==> config.mk <==
export PLATFORM = sky130hd
export DESIGN_NAME = motor_feedback_frame_decoder
export DESIGN_NICKNAME = d
export VERILOG_FILES = /design/src/hw/rtl/mfd_pkg.sv /design/src/hw/rtl/motor_feedback_frame_decoder.sv /design/src/hw/rtl/mfd_front.sv /design/src/hw/rtl/mfd_queue.sv /design/src/hw/rtl/mfd_back.sv
export SDC_FILE = /design/constraint.sdc
export NUM_CORES = 2
export LEC_CHECK = 0
export BUFFER_PORTS_ARGS = -buffer_cell sky130_fd_sc_hd__buf_2
export CAP_MARGIN = 0
export CORE_MARGIN = 2
export CORE_UTILIZATION = 36
export DETAILED_ROUTE_END_ITERATION = 10
export GPL_TIMING_DRIVEN = 0
export PLACE_DENSITY_LB_ADDON = 0.15
export SYNTH_ARGS = -nofsm -noshare
export SYNTH_HDL_FRONTEND = slang
export SYNTH_SLANG_ARGS = --single-unit
==> constraint.sdc <==
create_clock -name clk_i -period 8.8 [get_ports clk_i]
set_clock_uncertainty 0.15 [all_clocks]
set_input_delay 0.88 -clock clk_i [delete_from_list [all_inputs] [get_ports clk_i]]
set_output_delay 0.88 -clock clk_i [all_outputs]
set_load 0.02 [all_outputs]
==> src/hw/rtl/mfd_pkg.sv <==
`timescale 1ns / 1ps
// Shared types and constants of the motor feedback frame decoder.
// No dependencies; used by every module of the block by scoped names.
package mfd_pkg;

  localparam int unsigned IdW       = 11;
  localparam int unsigned WordW     = 16;
  localparam int unsigned ChW       = 3;
  localparam int unsigned PosW      = 30;
  localparam int unsigned NumCh     = 5;
  localparam int unsigned NumSlot   = 3;
  localparam int unsigned CfgAddrW  = 3;
  localparam int unsigned QueueDepth = 2;

  localparam int unsigned InDataW  = 64;
  localparam int unsigned OutDataW = 120;

  // Channel codes
  localparam logic [ChW-1:0] ChGimbal  = 3'd0;
  localparam logic [ChW-1:0] ChFront   = 3'd1;
  localparam logic [ChW-1:0] ChBack    = 3'd2;
  localparam logic [ChW-1:0] ChPitch   = 3'd3;
  localparam logic [ChW-1:0] ChFeeder  = 3'd4;

  // Turn tracking slots
  localparam logic [1:0] SlotFront  = 2'd0;
  localparam logic [1:0] SlotBack   = 2'd1;
  localparam logic [1:0] SlotFeeder = 2'd2;

  // Configuration register indexes
  localparam logic [CfgAddrW-1:0] RegChassisThr = 3'd0;
  localparam logic [CfgAddrW-1:0] RegFeederThr  = 3'd1;
  localparam logic [CfgAddrW-1:0] RegCountsTurn = 3'd2;
  localparam logic [CfgAddrW-1:0] RegGimbalId   = 3'd3;
  localparam logic [CfgAddrW-1:0] RegFrontId    = 3'd4;
  localparam logic [CfgAddrW-1:0] RegBackId     = 3'd5;
  localparam logic [CfgAddrW-1:0] RegPitchId    = 3'd6;
  localparam logic [CfgAddrW-1:0] RegFeederId   = 3'd7;

  // Configuration reset values
  localparam logic [WordW-1:0] ChassisThrRst = 16'd4096;
  localparam logic [WordW-1:0] FeederThrRst  = 16'd4000;
  localparam logic [WordW-1:0] CountsTurnRst = 16'd8191;
  localparam logic [IdW-1:0]   GimbalIdRst   = 11'h188;
  localparam logic [IdW-1:0]   FrontIdRst    = 11'h201;
  localparam logic [IdW-1:0]   BackIdRst     = 11'h202;
  localparam logic [IdW-1:0]   PitchIdRst    = 11'h206;
  localparam logic [IdW-1:0]   FeederIdRst   = 11'h207;

  typedef struct packed {
    logic [WordW-1:0] chassis_thr;
    logic [WordW-1:0] feeder_thr;
    logic [WordW-1:0] counts_turn;
    logic [IdW-1:0]   gimbal_id;
    logic [IdW-1:0]   front_id;
    logic [IdW-1:0]   back_id;
    logic [IdW-1:0]   pitch_id;
    logic [IdW-1:0]   feeder_id;
  } cfg_t;

  // Classified frame as held in the queue
  typedef struct packed {
    logic [ChW-1:0]   channel;
    logic [WordW-1:0] word_a;
    logic [WordW-1:0] word_b;
    logic [WordW-1:0] word_c;
  } item_t;

  // Result after the state update, before the position multiply
  typedef struct packed {
    logic [ChW-1:0]          channel;
    logic [WordW-1:0]        first_value;
    logic signed [WordW-1:0] second_value;
    logic signed [WordW-1:0] third_value;
    logic signed [WordW-1:0] turns;
    logic [WordW-1:0]        frames_seen;
  } upd_t;

endpackage

==> src/hw/rtl/motor_feedback_frame_decoder.sv <==
`timescale 1ns / 1ps
// Top level of the motor feedback frame decoder: configuration registers
// and the front end, queue and back end. Uses mfd_pkg.
//
// Input stream: one beat per received bus frame (identifier and three
// big-endian data words). Frames whose identifier matches none of the
// five configured identifiers are dropped without a result.
// Output stream: one beat per matching frame with channel, pass-through
// words, updated turn count, multi-turn position and frame count.
// Configuration: cfg_we_i writes cfg_wdata_i to register cfg_addr_i on the
// clock edge; write only while no frame is in flight.
// Path: a matching frame passes through the queue, the state update register
// and the position multiply into the output register.
// Throughput: one frame per cycle while the output is not stalled; the state update
// of one frame is done before the next frame of the same channel reaches it.
// Stall: when the receiver holds m_axis_tready low the output register,
// the update stage and then the QueueDepth-entry queue fill, after which
// s_axis_tready drops. No beat is lost or repeated.
// Reset: all counters, last angles and turn counts clear to zero and the
// configuration returns to its default identifiers, thresholds and counts per turn.
module motor_feedback_frame_decoder #(
  parameter int unsigned QueueDepth = mfd_pkg::QueueDepth
) (
  input  logic                         clk_i,
  input  logic                         rst_ni,
  input  logic [mfd_pkg::InDataW-1:0]  s_axis_tdata,  // frame_id, word_a, word_b, word_c
  input  logic                         s_axis_tvalid,
  output logic                         s_axis_tready,
  output logic [mfd_pkg::OutDataW-1:0] m_axis_tdata,  // channel, first_value, second_value,
                                                      // third_value, turns, position,
                                                      // frames_seen
  output logic                         m_axis_tvalid,
  input  logic                         m_axis_tready,
  input  logic                         cfg_we_i,
  input  logic [mfd_pkg::CfgAddrW-1:0] cfg_addr_i,
  input  logic [mfd_pkg::WordW-1:0]    cfg_wdata_i
);

  mfd_pkg::cfg_t  cfg_q;
  mfd_pkg::item_t push_item, pop_item;
  logic           push, pop, full, empty;

  always_ff @(posedge clk_i or negedge rst_ni) begin
    if (!rst_ni) begin
      cfg_q.chassis_thr <= mfd_pkg::ChassisThrRst;
      cfg_q.feeder_thr  <= mfd_pkg::FeederThrRst;
      cfg_q.counts_turn <= mfd_pkg::CountsTurnRst;
      cfg_q.gimbal_id   <= mfd_pkg::GimbalIdRst;
      cfg_q.front_id    <= mfd_pkg::FrontIdRst;
      cfg_q.back_id     <= mfd_pkg::BackIdRst;
      cfg_q.pitch_id    <= mfd_pkg::PitchIdRst;
      cfg_q.feeder_id   <= mfd_pkg::FeederIdRst;
    end else if (cfg_we_i) begin
      unique case (cfg_addr_i)
        mfd_pkg::RegChassisThr: cfg_q.chassis_thr <= cfg_wdata_i;
        mfd_pkg::RegFeederThr:  cfg_q.feeder_thr  <= cfg_wdata_i;
        mfd_pkg::RegCountsTurn: cfg_q.counts_turn <= cfg_wdata_i;
        mfd_pkg::RegGimbalId:   cfg_q.gimbal_id   <= cfg_wdata_i[mfd_pkg::IdW-1:0];
        mfd_pkg::RegFrontId:    cfg_q.front_id    <= cfg_wdata_i[mfd_pkg::IdW-1:0];
        mfd_pkg::RegBackId:     cfg_q.back_id     <= cfg_wdata_i[mfd_pkg::IdW-1:0];
        mfd_pkg::RegPitchId:    cfg_q.pitch_id    <= cfg_wdata_i[mfd_pkg::IdW-1:0];
        mfd_pkg::RegFeederId:   cfg_q.feeder_id   <= cfg_wdata_i[mfd_pkg::IdW-1:0];
        default: ;
      endcase
    end
  end

  mfd_front u_front (
    .s_axis_tdata  (s_axis_tdata),
    .s_axis_tvalid (s_axis_tvalid),
    .s_axis_tready (s_axis_tready),
    .cfg_i         (cfg_q),
    .full_i        (full),
    .push_o        (push),
    .item_o        (push_item)
  );

  mfd_queue #(
    .Depth (QueueDepth)
  ) u_queue (
    .clk_i   (clk_i),
    .rst_ni  (rst_ni),
    .push_i  (push),
    .item_i  (push_item),
    .full_o  (full),
    .pop_i   (pop),
    .item_o  (pop_item),
    .empty_o (empty)
  );

  mfd_back u_back (
    .clk_i         (clk_i),
    .rst_ni        (rst_ni),
    .cfg_i         (cfg_q),
    .empty_i       (empty),
    .item_i        (pop_item),
    .pop_o         (pop),
    .m_axis_tdata  (m_axis_tdata),
    .m_axis_tvalid (m_axis_tvalid),
    .m_axis_tready (m_axis_tready)
  );

endmodule

==> src/hw/rtl/mfd_front.sv <==
`timescale 1ns / 1ps
// Front end: takes input beats, matches the identifier against the
// configured ones and pushes matching frames into the queue. Uses mfd_pkg.
module mfd_front (
  input  logic [mfd_pkg::InDataW-1:0] s_axis_tdata, // frame_id, word_a, word_b, word_c
  input  logic                        s_axis_tvalid,
  output logic                        s_axis_tready,
  input  mfd_pkg::cfg_t               cfg_i,
  input  logic                        full_i,
  output logic                        push_o,
  output mfd_pkg::item_t              item_o
);

  logic [mfd_pkg::IdW-1:0] frame_id;
  logic                    match;
  logic [mfd_pkg::ChW-1:0] channel;

  assign frame_id = s_axis_tdata[10:0];

  // Lowest channel number wins when identifiers coincide
  always_comb begin
    match   = 1'b1;
    channel = mfd_pkg::ChGimbal;
    priority if (frame_id == cfg_i.gimbal_id) begin
      channel = mfd_pkg::ChGimbal;
    end else if (frame_id == cfg_i.front_id) begin
      channel = mfd_pkg::ChFront;
    end else if (frame_id == cfg_i.back_id) begin
      channel = mfd_pkg::ChBack;
    end else if (frame_id == cfg_i.pitch_id) begin
      channel = mfd_pkg::ChPitch;
    end else if (frame_id == cfg_i.feeder_id) begin
      channel = mfd_pkg::ChFeeder;
    end else begin
      match = 1'b0;
    end
  end

  assign s_axis_tready  = ~full_i;
  assign push_o         = s_axis_tvalid & ~full_i & match;
  assign item_o.channel = channel;
  assign item_o.word_a  = s_axis_tdata[26:11];
  assign item_o.word_b  = s_axis_tdata[42:27];
  assign item_o.word_c  = s_axis_tdata[58:43];

endmodule

==> src/hw/rtl/mfd_queue.sv <==
`timescale 1ns / 1ps
// Short FIFO of classified frames between front and back end.
// Uses mfd_pkg for the entry type.
module mfd_queue #(
  parameter int unsigned Depth = mfd_pkg::QueueDepth
) (
  input  logic           clk_i,
  input  logic           rst_ni,
  input  logic           push_i,
  input  mfd_pkg::item_t item_i,
  output logic           full_o,
  input  logic           pop_i,
  output mfd_pkg::item_t item_o,
  output logic           empty_o
);

  localparam int unsigned PtrW = (Depth > 1) ? $clog2(Depth) : 1;
  localparam int unsigned CntW = $clog2(Depth + 1);
  localparam logic [PtrW-1:0] LastPtr = PtrW'(Depth - 1);

  mfd_pkg::item_t  mem_q [Depth];
  logic [PtrW-1:0] wr_ptr_q, wr_ptr_d;
  logic [PtrW-1:0] rd_ptr_q, rd_ptr_d;
  logic [CntW-1:0] count_q, count_d;

  assign full_o  = (count_q == CntW'(Depth));
  assign empty_o = (count_q == '0);
  assign item_o  = mem_q[rd_ptr_q];

  always_comb begin
    wr_ptr_d = wr_ptr_q;
    rd_ptr_d = rd_ptr_q;
    count_d  = count_q;
    if (push_i) begin
      wr_ptr_d = (wr_ptr_q == LastPtr) ? '0 : wr_ptr_q + 1'b1;
    end
    if (pop_i) begin
      rd_ptr_d = (rd_ptr_q == LastPtr) ? '0 : rd_ptr_q + 1'b1;
    end
    if (push_i && !pop_i) begin
      count_d = count_q + 1'b1;
    end else if (pop_i && !push_i) begin
      count_d = count_q - 1'b1;
    end
  end

  always_ff @(posedge clk_i or negedge rst_ni) begin
    if (!rst_ni) begin
      wr_ptr_q <= '0;
      rd_ptr_q <= '0;
      count_q  <= '0;
    end else begin
      wr_ptr_q <= wr_ptr_d;
      rd_ptr_q <= rd_ptr_d;
      count_q  <= count_d;
    end
  end

  always_ff @(posedge clk_i) begin
    if (push_i) begin
      mem_q[wr_ptr_q] <= item_i;
    end
  end

endmodule

==> src/hw/rtl/mfd_back.sv <==
`timescale 1ns / 1ps
// Back end: per-channel frame counters, angle unwrap with saturating turn
// count, then the position multiply into the output register. Uses mfd_pkg.
module mfd_back (
  input  logic                         clk_i,
  input  logic                         rst_ni,
  input  mfd_pkg::cfg_t                cfg_i,
  input  logic                         empty_i,
  input  mfd_pkg::item_t               item_i,
  output logic                         pop_o,
  output logic [mfd_pkg::OutDataW-1:0] m_axis_tdata, // channel, first_value, second_value,
                                                     // third_value, turns, position, frames_seen
  output logic                         m_axis_tvalid,
  input  logic                         m_axis_tready
);

  localparam int unsigned WordW = mfd_pkg::WordW;
  localparam logic signed [WordW-1:0] TurnOne = {{(WordW-1){1'b0}}, 1'b1};

  logic [WordW-1:0]        frame_cnt_q [mfd_pkg::NumCh];
  logic [WordW-1:0]        last_angle_q [mfd_pkg::NumSlot];
  logic signed [WordW-1:0] turn_q [mfd_pkg::NumSlot];

  mfd_pkg::upd_t upd_q, upd_d;
  logic          upd_valid_q;
  logic          out_valid_q;
  logic [mfd_pkg::OutDataW-1:0] out_data_q, out_data_d;

  logic          out_ready, upd_ready;
  logic          tracked;
  logic [1:0]    slot;
  logic [WordW-1:0]        thr;
  logic signed [WordW:0]   diff;
  logic signed [WordW+1:0] diff_plus_thr;
  logic signed [WordW-1:0] turn_cur, turn_new;
  logic [WordW-1:0]        frames_new;

  assign out_ready = ~out_valid_q | m_axis_tready;
  assign upd_ready = ~upd_valid_q | out_ready;
  assign pop_o     = ~empty_i & upd_ready;

  always_comb begin
    tracked = 1'b1;
    slot    = mfd_pkg::SlotFront;
    unique case (item_i.channel)
      mfd_pkg::ChFront:  slot = mfd_pkg::SlotFront;
      mfd_pkg::ChBack:   slot = mfd_pkg::SlotBack;
      mfd_pkg::ChFeeder: slot = mfd_pkg::SlotFeeder;
      default:           tracked = 1'b0;
    endcase
  end

  assign thr      = (item_i.channel == mfd_pkg::ChFeeder) ? cfg_i.feeder_thr
                                                          : cfg_i.chassis_thr;
  assign turn_cur = turn_q[slot];
  assign diff     = $signed({1'b0, item_i.word_a}) - $signed({1'b0, last_angle_q[slot]});
  assign diff_plus_thr = $signed({diff[WordW], diff}) + $signed({2'b00, thr});

  // diff > thr decrements, diff < -thr increments, both saturating
  always_comb begin
    turn_new = turn_cur;
    if ($signed(diff) > $signed({1'b0, thr})) begin
      if (turn_cur != {1'b1, {(WordW-1){1'b0}}}) begin
        turn_new = turn_cur - TurnOne;
      end
    end else if (diff_plus_thr[WordW+1]) begin
      if (turn_cur != {1'b0, {(WordW-1){1'b1}}}) begin
        turn_new = turn_cur + TurnOne;
      end
    end
  end

  assign frames_new = frame_cnt_q[item_i.channel] + 1'b1;

  always_comb begin
    upd_d.channel      = item_i.channel;
    upd_d.first_value  = item_i.word_a;
    upd_d.second_value = item_i.word_b;
    upd_d.third_value  = ((item_i.channel == mfd_pkg::ChGimbal) ||
                          (item_i.channel == mfd_pkg::ChPitch)) ? item_i.word_c : '0;
    upd_d.turns        = tracked ? turn_new : '0;
    upd_d.frames_seen  = frames_new;
  end

  always_ff @(posedge clk_i or negedge rst_ni) begin
    if (!rst_ni) begin
      for (int i = 0; i < int'(mfd_pkg::NumCh); i++) begin
        frame_cnt_q[i] <= '0;
      end
      for (int i = 0; i < int'(mfd_pkg::NumSlot); i++) begin
        last_angle_q[i] <= '0;
        turn_q[i]       <= '0;
      end
    end else if (pop_o) begin
      frame_cnt_q[item_i.channel] <= frames_new;
      if (tracked) begin
        last_angle_q[slot] <= item_i.word_a;
        turn_q[slot]       <= turn_new;
      end
    end
  end

  always_ff @(posedge clk_i or negedge rst_ni) begin
    if (!rst_ni) begin
      upd_valid_q <= 1'b0;
    end else if (upd_ready) begin
      upd_valid_q <= pop_o;
    end
  end

  always_ff @(posedge clk_i) begin
    if (pop_o) begin
      upd_q <= upd_d;
    end
  end

  // Position stage: turns is zero for pitch, so angle + cpt * turns covers it
  logic signed [2*WordW:0]       prod;
  logic [mfd_pkg::PosW-1:0]      pos;

  assign prod = $signed({1'b0, cfg_i.counts_turn}) * upd_q.turns;

  always_comb begin
    if (upd_q.channel == mfd_pkg::ChGimbal) begin
      pos = '0;
    end else begin
      pos = prod[mfd_pkg::PosW-1:0] + {{(mfd_pkg::PosW-WordW){1'b0}}, upd_q.first_value};
    end
    out_data_d = {7'd0, upd_q.frames_seen, pos, upd_q.turns, upd_q.third_value,
                  upd_q.second_value, upd_q.first_value, upd_q.channel};
  end

  always_ff @(posedge clk_i or negedge rst_ni) begin
    if (!rst_ni) begin
      out_valid_q <= 1'b0;
    end else if (out_ready) begin
      out_valid_q <= upd_valid_q;
    end
  end

  always_ff @(posedge clk_i) begin
    if (out_ready && upd_valid_q) begin
      out_data_q <= out_data_d;
    end
  end

  assign m_axis_tvalid = out_valid_q;
  assign m_axis_tdata  = out_data_q;

endmodule

Yosys cells after proc, flatten, opt, wreduce, memory -nomap -nowiden:

Memories as Yosys holds them, arrays and structs flattened.
Index checks and enable logic that the tools add are counted.

* add/sub/neg operators: 10
* $mul: 1
* div/mod/pow operators: 0
* $lt $le $gt $ge: 5
* equality and inequality tests: 19
* shift operators: 0
* multiplexer cells: 39
* bitwise logic cells: 11
* reduce and logical (&&, ||, !) cells: 23

Operators by type and width (number)
* 16-bit 2-to-1 mux: 13
* 48-bit bitwise mux: 2
* 80-bit bitwise mux: 1
* 16-bit binary-select mux with 2-bit select: 2
* 11-bit equality test: 5
* 16-bit binary-select mux with 3-bit select: 1
* 16-bit demux with 3-bit select: 1
* 16-bit demux with 2-bit select: 1
* 30-bit by 16-bit adder with 30-bit output: 1
* 17-bit by 16-bit multiplier with 30-bit output: 1
* 17-bit by 17-bit adder with 18-bit output: 1
* 2-bit AND reduction: 9
* 17-bit > comparator: 1
* 16-bit by 16-bit subtractor with 17-bit output: 1
* 16-bit by 1-bit adder with 16-bit output (second input constant): 1
* 16-bit by 2-bit adder with 16-bit output (second input constant): 1
* 16-bit by 15-bit inequality test with 1-bit output (second input constant): 1
* 16-bit inequality test (second input constant): 1
* 16-bit by 2-bit subtractor with 16-bit output (second input constant): 1
* 3-bit equality test (second input constant): 5
* 3-bit 2-to-1 mux: 5
* 3-bit by 2-bit equality test with 1-bit output (second input constant): 4
* 1-bit 2-to-1 mux: 10
* 3-bit zero test: 3
* other kinds (22): 36

* flip-flop bits (word level): 481
* bits in latches: 0
* memory bits (writable): 102
* bits in read-only memories: 0
* input bits: 88
* output and inout port bits: 122
* word-level logic and storage cells: 141
* memories: 1

Memory list
* u_queue.mem_q: depth 2, width 51, rd ports 1, clocked after memory_dff 0, write ports 1, line mfd_queue.sv:21 `mfd_pkg::item_t mem_q [Depth];`

Longest topological paths before layout:

An unclocked memory read counts as a cell.

* depth after elaboration: 12
* gate-level depth with buffers: 33
* depth with buffers taken out: 29

By module:

A second synthesis with hierarchy kept.

* cells, all modules: 2995
* area, all modules: 35409.0 um2

Modules (own cells, without submodules)
* mfd_back: instances 1, cells each 2453, area each 26180.1 um2, seq. area each 10339.9 um2
* mfd_queue: instances 1, cells each 175, area each 4119.0 um2, seq. area each 3163.0 um2
* motor_feedback_frame_decoder: instances 1, cells each 224, area each 3962.6 um2, seq. area each 2620.0 um2
* mfd_front: instances 1, cells each 143, area each 1147.4 um2, seq. area each 0.0 um2

Least setup slack after synthesis:

No wires, ideal clock.

* kind: input to register
* start point: input port m_axis_tready
* end point: register u_back.frame_cnt_q[77] in the netlist's numbering
* arrival time: 6.834 ns
* slack: 1.679 ns
* stages on the path: 6
* path through: nor2b_1 > a21oi_1 > nand3_1 > clkbuf_1 > nand2_1 > o21ai_0

* word-level cells in the longest chain between the ends: 3

RTL lines
* start: declaration: line motor_feedback_frame_decoder.sv:33 `input logic m_axis_tready,`
* 1-bit OR: line mfd_back.sv:38 `assign out_ready = ~out_valid_q | m_axis_tready;`
* 1-bit OR: line mfd_back.sv:39 `assign upd_ready = ~upd_valid_q | out_ready;`
* 1-bit bitwise AND: line mfd_back.sv:40 `assign pop_o = ~empty_i & upd_ready;`
* net pop: line motor_feedback_frame_decoder.sv:41 `logic push, pop, full, empty;`
* end signal: indexed assignment: line mfd_back.sv:95 `frame_cnt_q[item_i.channel] <= frames_new;`
* end: declaration: line mfd_back.sv:20 `logic [WordW-1:0] frame_cnt_q [mfd_pkg::NumCh];`

The timed path passes the listed nets, and every way through them passes these cells.
A chain may end at the register's enable or synchronous reset.

Worst setup path in the final report:

* start point: register u_back.upd_q, in the netlist u_back.out_data_d[52]
* end point: register u_back.out_data_q, in the netlist u_back.m_axis_tdata[95], data pin

* word-level cells in the longest chain between the ends: 2

RTL lines
* start: declaration: line mfd_back.sv:24 `mfd_pkg::upd_t upd_q, upd_d;`
* start signal: assignment: line mfd_back.sv:113 `upd_q <= upd_d;`
* 17-bit by 16-bit multiplier with 30-bit output: line mfd_back.sv:121 `assign prod = $signed({1'b0, cfg_i.counts_turn}) * upd_q.turns;`
* 30-bit by 16-bit adder with 30-bit output: line mfd_back.sv:127 `pos = prod[mfd_pkg::PosW-1:0] + {{(mfd_pkg::PosW-WordW){1'b0}}, upd_q.first_value};`
* end signal: assignment: line mfd_back.sv:143 `out_data_q <= out_data_d;`
* end: declaration: line mfd_back.sv:27 `logic [mfd_pkg::OutDataW-1:0] out_data_q, out_data_d;`

No other way between the ends.

==> reports/metrics.json <==
{
  "cts.sink_count": 583,
  "antenna_found_initial": 8,
  "ys_seq_area_frac": 0.4767,
  "routed_wirelength_mm": 93.47,
  "synth.most_common_cell": "sky130_fd_sc_hd__inv_1",
  "gr-total-overflow": 0,
  "io_pins": 210,
  "postSynthAreaPerCell_um2": 11.59,
  "critical_path.n_buffers_inverters": 5,
  "critical_path_required_time_ns": 9.00,
  "finalHoldViolations": 0,
  "grt_pass1_vias": 23822,
  "antenna_violating_nets_post_route": 0,
  "die-height_um": 310.5,
  "num-fill-cells": 8904,
  "critical-path-top-delay-family": "adder cells",
  "dp.final_hpwl_mm": 69.45,
  "cts-buffers-inserted": 71,
  "syn_to_final_growth_pct": 14.80,
  "endpoint_kind": "flip-flop",
  "synthesis.instances": 2919,
  "ys_top_cells_by_area": "sky130_fd_sc_hd__edfxtp_1 (26%), sky130_fd_sc_hd__dfrtp_1 (19%), sky130_fd_sc_hd__fa_1 (12%), sky130_fd_sc_hd__ha_1 (6.0%), sky130_fd_sc_hd__mux2_2 (5.3%)",
  "synth_edf_count": 298,
  "timing.hold.worst.start": "u_back.out_data_d[97]",
  "synth_adder_area_share": 0.1848,
  "synth.area.mux_share": 0.07484,
  "place.port_buffers": 184,
  "drv_slew": 0,
  "clock_tree.buffer_depth": 3,
  "die_x_um": 310.5,
  "floorplan.rows": 112,
  "synth.distinct_cells": 83,
  "route.detailed.vias_per_inst": 4.984,
  "fin_util": 0.4167,
  "grt_start_max_net_pins": 123,
  "setup.worst_path.start": "u_back.out_data_d[52]",
  "fmaxAchievable_ghz": 0.1234,
  "post_synth_most_frequent_cells": "sky130_fd_sc_hd__inv_1 (358), sky130_fd_sc_hd__nand2_1 (340), sky130_fd_sc_hd__edfxtp_1 (298)",
  "post_route_cells_drive_above_1_share": 0.1703,
  "ctsHtreeMaxLevel": 3,
  "clock_tree_from_tritoncts": "yes",
  "worst_skew_pair.late_latency_ns": 0.65,
  "synth.ff_latch_count": 583,
  "post_synth_instance_area_um2": 33820,
  "grt_pass1_wl_mm": 144.3,
  "post_synthesis_compound_gate_area_fraction": 0.06770,
  "die_area_um2": 96420,
  "timing.max_cap.violations": 0,
  "grt_setup_unrepaired": "no",
  "ordered_list_of_cells_on_the_worst_path": "clkbuf_1, and2_1, fa_1, inv_1, fa_1, inv_1, ha_1, fa_1, fa_1, inv_1, fa_1, inv_1, ha_1, o41ai_1, o221ai_1, o41ai_1, o21a_1, nor2_1, a311oi_1, xor2_1, nor2_1",
  "final_routed_wire_length_divided_by_cell_count_um": 20.74,
  "combinational_family_with_the_most_area_after_synthesis": "adder cells",
  "worst_path_most_repeated_cell": "sky130_fd_sc_hd__fa_1",
  "clk_pin_slew_worst_paths_ns": 0.06,
  "timing.critical_path.slowest_stage_cell": "sky130_fd_sc_hd__o41ai_1",
  "min_delay_path_class": "flip-flop to flip-flop",
  "critical_path_at_ns": 8.30,
  "post-route-min-period_ns": 8.107,
  "relSlewSlack": 0.1495,
  "yosysTopAreaCellShare": 0.2646,
  "critical-path-max-stage-delay_ns": 1.08,
  "setup.worst_path.class": "flip-flop to flip-flop",
  "finish.net_count": 3655,
  "grt_use_total": 0.1954,
  "drt_drc_violations_left": 0,
  "synth_ff_type": "sky130_fd_sc_hd__edfxtp_1",
  "final_min_period_over_clock_period": 0.9212,
  "routed-via-count": 22457,
  "drtPass1Iterations": 7,
  "yosys_warnings": 0,
  "drt-initial-drc-count": 1526,
  "regToRegStartpoint": "u_back.out_data_d[52]",
  "cts_root_buf": "sky130_fd_sc_hd__clkbuf_16",
  "asyncSetResetFlopFracSynth": 0.4889,
  "place.gp.congestion": 0.9022,
  "yosysTopAreaCell": "sky130_fd_sc_hd__edfxtp_1",
  "crit_path_max_fanout": 10,
  "slew_worst_pin_ns": 1.266,
  "post_synth_xor_area_fraction": 0.03107,
  "critical_path.startpoint_type": "flip-flop",
  "core_region_area_um2": 93190,
  "timing.final.setup_violations": 0,
  "simple_gate_area_share_of_the_yosys_netlist": 0.1092,
  "run_status": "finished, final reports clean",
  "initial_utilization": 0.3629
}
==> per-layer routing <==
layer | GRT usage | share of wire | up-vias
li1 | - | - | 10323
met1 | 0.2590 | 0.44 | 11377
met2 | 0.3172 | 0.47 | 605
met3 | 0.04445 | 0.060 | 146
met4 | 0.06278 | 0.030 | 6
met5 | 0 | 0.00040 | -
==> placed cells by master, fill, tap and decap left out, types with 6 or more instances in the layout <==
| master | Yosys | layout |
|---|---|---|
| sky130_fd_sc_hd__o21bai_1 | 6 | 6 |
| sky130_fd_sc_hd__o21ai_1 | 28 | 28 |
| sky130_fd_sc_hd__ha_1 | 162 | 162 |
| sky130_fd_sc_hd__mux2_2 | 159 | 159 |
| sky130_fd_sc_hd__a22oi_1 | 9 | 9 |
| sky130_fd_sc_hd__nand3_1 | 20 | 20 |
| sky130_fd_sc_hd__clkbuf_1 | 103 | 119 |
| sky130_fd_sc_hd__dfrtp_1 | 251 | 251 |
| sky130_fd_sc_hd__o22ai_1 | 37 | 37 |
| sky130_fd_sc_hd__nand2b_1 | 21 | 21 |
| sky130_fd_sc_hd__xnor2_1 | 62 | 62 |
| sky130_fd_sc_hd__mux4_2 | 9 | 9 |
| sky130_fd_sc_hd__o21ai_0 | 149 | 149 |
| sky130_fd_sc_hd__o22a_1 | 13 | 13 |
| sky130_fd_sc_hd__dfstp_2 | 34 | 34 |
| sky130_fd_sc_hd__nand4b_1 | 6 | 6 |
| sky130_fd_sc_hd__buf_2 | 7 | 190 |
| sky130_fd_sc_hd__buf_4 | 10 | 11 |
| sky130_fd_sc_hd__nor2b_1 | 23 | 22 |
| sky130_fd_sc_hd__nand4_1 | 17 | 17 |
| sky130_fd_sc_hd__o21a_1 | 6 | 6 |
| sky130_fd_sc_hd__a31oi_1 | 8 | 8 |
| sky130_fd_sc_hd__nand2_1 | 340 | 339 |
| sky130_fd_sc_hd__conb_1 | 1 | 7 |
| sky130_fd_sc_hd__fa_1 | 211 | 211 |
| sky130_fd_sc_hd__nor2_1 | 98 | 97 |
| sky130_fd_sc_hd__a21oi_1 | 56 | 55 |
| sky130_fd_sc_hd__a21o_1 | 25 | 25 |
| sky130_fd_sc_hd__nor4_1 | 9 | 9 |
| sky130_fd_sc_hd__and2_1 | 149 | 147 |
| sky130_fd_sc_hd__nor3_1 | 30 | 29 |
| sky130_fd_sc_hd__clkinv_1 | 0 | 8 |
| sky130_fd_sc_hd__and3_1 | 8 | 8 |
| sky130_fd_sc_hd__xor2_1 | 58 | 58 |
| sky130_fd_sc_hd__edfxtp_1 | 298 | 298 |
| sky130_fd_sc_hd__or3_1 | 7 | 7 |
| sky130_fd_sc_hd__clkinv_2 | 0 | 11 |
| sky130_fd_sc_hd__mux2i_1 | 47 | 46 |
| sky130_fd_sc_hd__inv_1 | 358 | 358 |
| sky130_fd_sc_hd__clkbuf_16 | 0 | 72 |
==> per-stage QoR <==
stage / TNS [ns] / setup WS [ns] / hold slack, ns / instances / instance area (um2)
after floorplan: 0 / 1.679 / 0.2503 / 2925 / 33850
after global placement: -570.16 / -3.577 / 0.2536 / 4363 / 36330
after detailed placement: -10.65 / -0.4754 / 0.2551 / 4373 / 36600
after CTS: 0 / 0.1455 / 0.2363 / 4500 / 38800
after global routing: 0 / 0.1181 / 0.2444 / 4502 / 38820
final: 0 / 0.6934 / 0.2675 / 4506 / 38830
==> state kept, by name (all words and copies together), names as in the netlist <==
| register | count |
|---|---|
| u_back.upd_valid_q | 1 |
| u_queue.rd_ptr_q | 1 |
| u_back.last_angle_q | 48 |
| u_queue.wr_ptr_q | 1 |
| u_back.out_data_d | 83 |
| u_back.turn_q | 48 |
| u_back.m_axis_tvalid | 1 |
| u_queue.count_q | 2 |
| u_back.frame_cnt_q | 80 |
| u_queue.mem_q | 102 |
| u_back.m_axis_tdata | 113 |
| cfg_q | 103 |
==> cell type report <==
class,count,area [um2],share of cell area
antenna,5,12.51,0.0003222
buffer,125,526.8,0.01357
clock buffer,94,1914,0.04930
clock inverter,32,261.5,0.006735
inverter,361,1358,0.03496
multi-input combinational,1856,15890,0.4092
sequential,583,16120,0.4152
tap,1254,1569,0.04041
timing repair buffer,196,1174,0.03023
==> repair_timing <==
| action | CTS | global route |
|---|---|---|
| endpoints found under the hold margin | 36 | 0 |
| setup buffers | 0 | 1 |
| endpoints found under the setup margin | 54 | 59 |
| hold buffers | 1 | 0 |
| pin swaps | 0 | 1 |
| resized for setup | 3 | 8 |
==> path summary, 6_finish.rpt <==
path                       slack, ns                       to  cells after the start
min reg2reg                     0.27  u_back.m_axis_tdata[97]                      0
max                             0.69  u_back.m_axis_tdata[95]                     21
min in group asynchronous       0.59         u_queue.wr_ptr_q                      2
max in group asynchronous       6.40   u_back.frame_cnt_q[21]                      4
max reg2reg                     0.69  u_back.m_axis_tdata[95]                     21
min                             0.27  u_back.m_axis_tdata[97]                      0
==> kinds of logic (layout without fill, tap and decap cells) <==
| logic type | Yosys count | in the layout |
|---|---|---|
| DFF | 583 | 583 |
| buffers and inverters | 486 | 808 |
| and+or+nand+nor | 757 | 757 |
| muxes | 219 | 219 |
| xor gates and xnor gates | 120 | 120 |
| AOI/OAI and AO/OA | 380 | 380 |
| other | 1 | 12 |
| adders and majority gates | 373 | 373 |
Power is left out: the tool's default activity adds up to more than one toggle a clock period on the data nets, which glitch-free logic cannot reach.
